`config.mk`:
```
export PLATFORM = sky130hd
export DESIGN_NAME = bts_blend
export DESIGN_NICKNAME = d
export VERILOG_FILES = /design/src/design/bts_pkg.sv /design/src/design/bts_blend.sv
export SDC_FILE = /design/constraint.sdc
export NUM_CORES = 2
export LEC_CHECK = 0
export BUFFER_PORTS_ARGS = -buffer_cell sky130_fd_sc_hd__buf_2
export CORE_UTILIZATION = 60
export CTS_CLUSTER_SIZE = 12
export DETAILED_ROUTE_END_ITERATION = 7
export GPL_ROUTABILITY_DRIVEN = 1
export PLACE_DENSITY = 0.81
export RECOVER_POWER = 25
export SYNTH_ARGS = -nofsm -noshare
export SYNTH_HDL_FRONTEND = slang
export SYNTH_SLANG_ARGS = --single-unit
export TNS_END_PERCENT = 1
```
`constraint.sdc`:
```
create_clock -name clk_i -period 9.23 [get_ports clk_i]
set_clock_uncertainty 0.15 [all_clocks]
set_input_delay 0.4615 -clock clk_i [delete_from_list [all_inputs] [get_ports clk_i]]
set_output_delay 0.4615 -clock clk_i [all_outputs]
set_load 0.02 [all_outputs]
```
`src/design/bts_pkg.sv`:
```
// ----------------------------------------------------------------------------
// bts_pkg
// Shared types and constants of the bilinear RGB8 texture sampler.
// ----------------------------------------------------------------------------
package bts_pkg;

  // Default sizes of the texel store and of one texture side.
  localparam int unsigned MAX_TEXELS_DEFAULT = 65536;
  localparam int unsigned MAX_SIDE_DEFAULT   = 256;

  // Field widths of the stream items.
  localparam int unsigned CH_W       = 8;
  localparam int unsigned CHANNELS   = 3;
  localparam int unsigned TEXEL_W    = CH_W * CHANNELS;
  localparam int unsigned COORD_W    = 16;
  localparam int unsigned ADDR_W     = 16;
  localparam int unsigned CFG_DATA_W = 9;
  localparam int unsigned CFG_IDX_W  = 2;
  localparam int unsigned IN_DATA_W  = ADDR_W + TEXEL_W + 2 * COORD_W;

  // Configuration register indexes.
  localparam logic [CFG_IDX_W-1:0] REG_TEX_WIDTH  = 2'd0;
  localparam logic [CFG_IDX_W-1:0] REG_TEX_HEIGHT = 2'd1;

  // Side value after reset, before saturation to the configured maximum.
  localparam int unsigned TEX_SIDE_RESET = 256;

  // Item kinds carried in tuser.
  localparam logic MODE_WRITE  = 1'b0;
  localparam logic MODE_SAMPLE = 1'b1;

  // Fixed point constants: 1.0 in 0.16 coordinates, 1.0 in 8-bit weights,
  // and one half of the final 16-bit fraction for rounding.
  localparam logic [COORD_W:0] COORD_ONE  = 17'h1_0000;
  localparam logic [8:0]       WEIGHT_ONE = 9'd256;
  localparam logic [23:0]      ROUND_HALF = 24'd32768;

  typedef logic [TEXEL_W-1:0] texel_t;

  // Texel order: 0 = (x0,y0), 1 = (x1,y0), 2 = (x0,y1), 3 = (x1,y1).
  typedef struct packed {
    logic [7:0]   fx;
    logic [7:0]   fy;
    texel_t [3:0] texel;
  } blend_req_t;

endpackage

```
`src/design/bts_blend.sv`:
```
// ----------------------------------------------------------------------------
// bts_blend
// Two-stage bilinear blend of four RGB8 texels with 8-bit weights.
// ----------------------------------------------------------------------------
module bts_blend (
  input  logic               clk_i,
  input  logic               rst_ni,
  input  logic               start_i,
  input  bts_pkg::blend_req_t req_i,
  output logic               done_o,
  output bts_pkg::texel_t    color_o
);
  import bts_pkg::*;

  logic [15:0] lo_d [CHANNELS];
  logic [15:0] hi_d [CHANNELS];
  logic [15:0] lo_q [CHANNELS];
  logic [15:0] hi_q [CHANNELS];
  logic [7:0]  fy_q;
  logic        s1_valid_q;
  logic        s2_valid_q;
  texel_t      color_d;
  texel_t      color_q;

  // Stage one blends along x within the upper and lower rows.
  always_comb begin
    logic [8:0]  wx0;
    logic [16:0] a;
    logic [16:0] b;
    logic [16:0] c;
    logic [16:0] d;
    wx0 = WEIGHT_ONE - {1'b0, req_i.fx};
    for (int k = 0; k < CHANNELS; k++) begin
      a = 17'(req_i.texel[0][k*CH_W +: CH_W]) * 17'(wx0);
      b = 17'(req_i.texel[1][k*CH_W +: CH_W]) * 17'(req_i.fx);
      c = 17'(req_i.texel[2][k*CH_W +: CH_W]) * 17'(wx0);
      d = 17'(req_i.texel[3][k*CH_W +: CH_W]) * 17'(req_i.fx);
      lo_d[k] = 16'(a + b);
      hi_d[k] = 16'(c + d);
    end
  end

  // Stage two blends the rows along y and rounds to nearest.
  always_comb begin
    logic [8:0]  wy0;
    logic [23:0] sum;
    wy0 = WEIGHT_ONE - {1'b0, fy_q};
    for (int k = 0; k < CHANNELS; k++) begin
      sum = 24'(lo_q[k]) * 24'(wy0) + 24'(hi_q[k]) * 24'(fy_q) + ROUND_HALF;
      color_d[k*CH_W +: CH_W] = sum[23:16];
    end
  end

  always_ff @(posedge clk_i) begin
    if (start_i) begin
      lo_q <= lo_d;
      hi_q <= hi_d;
      fy_q <= req_i.fy;
    end
    if (s1_valid_q) begin
      color_q <= color_d;
    end
  end

  always_ff @(posedge clk_i or negedge rst_ni) begin
    if (!rst_ni) begin
      s1_valid_q <= 1'b0;
      s2_valid_q <= 1'b0;
    end else begin
      s1_valid_q <= start_i;
      s2_valid_q <= s1_valid_q;
    end
  end

  assign done_o  = s2_valid_q;
  assign color_o = color_q;

endmodule

```
======== Word-level counts from Yosys, hierarchy flattened ========
Cells that the tools add are included.
word-level totals
  register bits ........................... 130
  bits of input ports ..................... 115
  output and inout port bits .............. 25
  word-level logic and storage cells ...... 42
cells by class
  add/sub/neg operators ................... 14
  multiply operators ...................... 18
operators by type and width
  kind                      count
  $add A16 B16 Y16          6
  $mul A8 B8 Y16            6
  $mul A8 B9 Y16            6
  $add A24 B16 Y24 const B  3
  $add A24 B24 Y24          3
  $mul A16 B8 Y24           3
  $mul A16 B9 Y24           3
  $sub A9 B8 Y9 const A     2

======== Depth between registers and ports, before layout ========
  depth after elaboration ................. 4
  depth in mapped cells ................... 28
  gate-level depth less buffers ........... 26

======== Worst setup path after synthesis ========
No wires, ideal clock.
  path type ............................... input port to flip-flop
  start ................................... in req_i[104] (netlist name)
  end ..................................... reg hi_q[31] (netlist name) (data pin)
  setup time .............................. 0.260 ns
  arrival time ............................ 6.567 ns
  data required time ...................... 8.820 ns
  slack ................................... 2.254 ns
  cell stages on the path ................. 25
  path buffers ............................ 3
  cell sequence ........................... clkbuf_1 > inv_1 > ha_1 > nand2_1 > or3_1 > xor2_1 > clkbuf_1 > clkbuf_1 > nand2_1 > fa_1 > inv_1 > fa_1 > fa_1 > fa_1 > inv_1 > fa_1 > fa_1 > inv_1 > ha_1 > a21o_1 > a31o_2 > a211oi_1 > o41a_1 > o21bai_1 > xnor2_1
RTL lines
  what                  line             source
  start, declared       bts_blend.sv:9   input bts_pkg::blend_req_t req_i,
  end signal, assigned  bts_blend.sv:57  hi_q <= hi_d;
  end, declared         bts_blend.sv:18  logic [15:0] hi_q [CHANNELS];

======== Worst setup path in the final report ========
  start ................................... reg fy_q[0]
  end ..................................... reg color_q[14], in the netlist color_o[14] (data pin)
on the way
  longest elaborated chain between the ends .. 4
  elaborated cells between the ends (all ways) .. 5
  classes of those cells .................. 3 x add/sub; 2 x mul
RTL lines
  what                    line             source
  start, declared         bts_blend.sv:19  logic [7:0] fy_q;
  start signal, assigned  bts_blend.sv:58  fy_q <= req_i.fy;
  $sub A9 B8 Y9           bts_blend.sv:47  wy0 = WEIGHT_ONE - {1'b0, fy_q};
  $mul A16 B9 Y24         bts_blend.sv:49  sum = 24'(lo_q[k]) * 24'(wy0) + 24'(hi_q[k]) * 24'(fy_q) + ROUND_HALF;
  $add A24 B24 Y24 (*)    bts_blend.sv:49
  $add A24 B16 Y24 (*)    bts_blend.sv:49
  named net color_d[14]   bts_blend.sv:22  texel_t color_d;
  end signal, assigned    bts_blend.sv:61  color_q <= color_d;
  end, declared           bts_blend.sv:23  texel_t color_q;
The timed path passes the listed nets; every way through them passes the cells marked *.
A chain may end at the register's enable or synchronous reset.

==> qor.csv <==
stage;metric;value;unit
final_layout;final_nets;8164;
logic_synthesis;netlist.area_leader.share;44.6;%
critical_path;crit_buf_inv;5;
floorplan;die_w;310;microns
timing;setup_viol;0;
timing;post-route-period-util;86.7;%
logic_synthesis;yosysWarnings;0;
detailed_routing;viasPerCell;5.40;
logic_synthesis;ys_ff_latch;130;
final_layout;area_growth;4.48;%
logic_synthesis;synthFlopType;edfxtp_1;
timing;maxSlewHeadroom;-123;%
grt;grtUsageTotal;29.6;%
run_status;violations;max-capacitance violations, max-slew violations;
floorplan;die_area;0.0960;sq mm
logic_synthesis;synth_edf_count;128;
floorplan;io_pins;140;
timing;tightest_slew;3.34;ns
timing;drv_slew;75;
clock_tree;cts_made_buffers;17;
hold_path;hold_path.class;in -> reg;
clock_tree;clk_pin_slew;0.07;ns
logic_synthesis;netlist_area;0.0569;sq mm
critical_path;r2r_slack;1.22;ns
run_status;status;complete, but fails checks;
logic_synthesis;synth.most_common_cell;inv_1;
logic_synthesis;yosys-top-cells-area;fa_1 45%, ha_1 14%, inv_1 12%, and2_1 11%, edfxtp_1 6.8%;
logic_synthesis;synth_seq_area_share;6.85;%
floorplan;die_height;310;microns
hold_path;holdPathEnd;fy_q[7]$_DFFE_PP_;
clock_tree;clock-sinks;130;
critical_path;slowest_delay;0.93;ns
logic_synthesis;synth_fp_nets;8177;
clock_tree;clock_latency;0.48;ns
grt;grt_max_degree;97;
detailed_routing;drcViolationCount;0;
clock_tree;htree_levels;4;
critical_path;crit_type;reg -> reg;
critical_path;path_common_cell;fa_1;
final_layout;layout-drive-gt1-share;3.83;%
placement;io_buffers;139;
timing;finalHoldViolCount;0;
clock_tree;cts_setup_buffers;0;
grt;grt_pass1_vias;45000;
logic_synthesis;synthCells;6158;
hold_path;hold_path_depth;1;
timing;clock.fmax;0.125;GHz
grt;overflow;0;
critical_path;path_max_fanout;34;
clock_tree;tritoncts;yes;
hold_path;hp-start;req_i[103];
logic_synthesis;synth.distinct_cells;53;
clock_tree;clk_path_buf_depth;2;
critical_path;end_kind;flop;
detailed_routing;drtIter0Drc;2736;
logic_synthesis;synth_area_leader_cell;fa_1;
logic_synthesis;synthArstFlopShare;1.54;%
critical_path;reg2reg_to;color_o[14]$_DFFE_PP_;
grt;grt_antenna_before_repair;15;
critical_path;r2r-start;fy_q[0]$_DFFE_PP_;
timing;rsz0062_at_grt;no;
critical_path;crit_path_top_delay_cell;xor2_4;
grt;grt_first_pass_wirelength;223000;microns
critical_path;arrival;8.07;ns
logic_synthesis;avgSynthCellArea;9.23;sq um
placement;hpwl;105000;microns
floorplan;core_area;0.0936;sq mm
job;cap_violations;2;
timing;finalCriticalPeriod;8.01;ns
placement;place_congestion;0.926;
critical_path;required;9.29;ns
floorplan;num_rows;112;
critical_path;critPathLaunchType;flop;
detailed_routing;wl_per_cell;17.8;microns
critical_path;r2r_cells;25;
critical_path;cp_top_family;adder cells;
clock_tree;cts_root_buf;clkbuf_16;
detailed_routing;ant_nets;0;
logic_synthesis;synth_commonest_cells;1751 x inv_1, 1266 x fa_1, 1031 x and2_1;
detailed_routing;routed_wirelength;133000;microns
timing;final.setup.tns;0;ns
detailed_routing;dr.pass1.iters;6;
detailed_routing;via_count;40100;
floorplan;initial_utilization;60.7;%
## cell usage in the layout, fill, tap and decap left out, types with 11 or more instances in the layout
cell type	count
inv_1	1751
fa_1	1266
and2_1	1031
ha_1	637
nand2_1	629
buf_2	129
edfxtp_1	128
xnor2_1	126
nor2_1	57
a21oi_1	51
buf_4	40
nor3_1	27
xor2_1	27
nand3_1	23
a21o_1	19
clkbuf_16	17
diode_2	15
o21ai_0	15
clkbuf_1	12
or3_1	11
o21bai_1	11
## metrics by stage
step                      util, %  hold WS [ns]  instance area (sq um)  std cells  worst slack, ns
after floorplan                 -        0.0159                  56900       6158             2.25
after global placement       62.8        0.0955                  58800       7379             1.51
after detailed placement     62.8         0.102                  58800       7379             1.35
after CTS                    63.5        0.0242                  59400       7412             1.31
after global routing         63.5        0.0740                  59400       7427            0.826
final                        63.5        0.0582                  59400       7427             1.22
## worst max-delay path by stage
stage	from	cells after the start	to	slack, ns
4_1_cts	fy_q[0]$_DFFE_PP_	25	color_o[14]$_DFFE_PP_	1.31
3_3_place_gp	req_i[104]	24	lo_q[31]$_DFFE_PP_	1.51
3_5_place_dp	req_i[104]	24	lo_q[31]$_DFFE_PP_	1.35
2_1_floorplan	req_i[104]	25	hi_q[31]$_DFFE_PP_	2.25
5_1_grt	fy_q[0]$_DFFE_PP_	25	color_o[14]$_DFFE_PP_	0.83
6_report	fy_q[0]$_DFFE_PP_	25	color_o[14]$_DFFE_PP_	1.22
## worst register-to-register path, delay by kind of cell, from the launching register on
kind	cells	cell delay, ns
flops	1	0.40
fa+ha+maj	8	3.35
buf+inv	5	0.35
xor+xnor	2	1.04
compound gates	4	0.94
simple gates	6	1.56
## flip-flops by register name, summed over array words and instances (netlist names)
register	flops
lo_q	48
hi_q	48
fy_q	8
done_o	1
color_o	24
s1_valid_q	1
## area by class of cell
type	count	area [sq um]
Tap cell	1254	1570
Fill cell	7557	34200
Timing Repair Buffer	182	1020
Sequential cell	130	3890
Inverter	1751	6570
Antenna cell	15	37.5
Clock buffer	18	429
Multi-Input combinational cell	4063	45700
Clock inverter	14	153
## logic make-up (layout without fill, tap and decap cells)
group / Yosys count / after routing / synth area share, %
flip-flops: 130 / 130 / 6.85
buffers and inverters: 1965 / 1965 / 13.0
adder cells (fa/ha/maj): 1904 / 1904 / 58.6
AND/OR/NAND/NOR: 1820 / 1820 / 16.9
AO/OA/AOI/OAI: 174 / 174 / 2.09
XOR/XNOR: 165 / 165 / 2.54
other: 0 / 15 / 0
## per-layer routing
layer  track usage (%)  up-vias  share of wire [%]
li1                  -    17700                  -
met1              38.4    20500                 40
met2              50.4     1631                 49
met3              4.38      287                7.6
met4              10.9        0                3.3
met5                 0        -                  0
## timing repair
item / CTS / global route
endpoints found under the setup margin: 0 / 0
hold endpoints to repair: 2 / 0
hold buffers: 1 / 0
gates resized for setup: 0 / 0
Power is not shown: default switching activity piles up to over one toggle a cycle in this logic, so the estimate is an artifact.
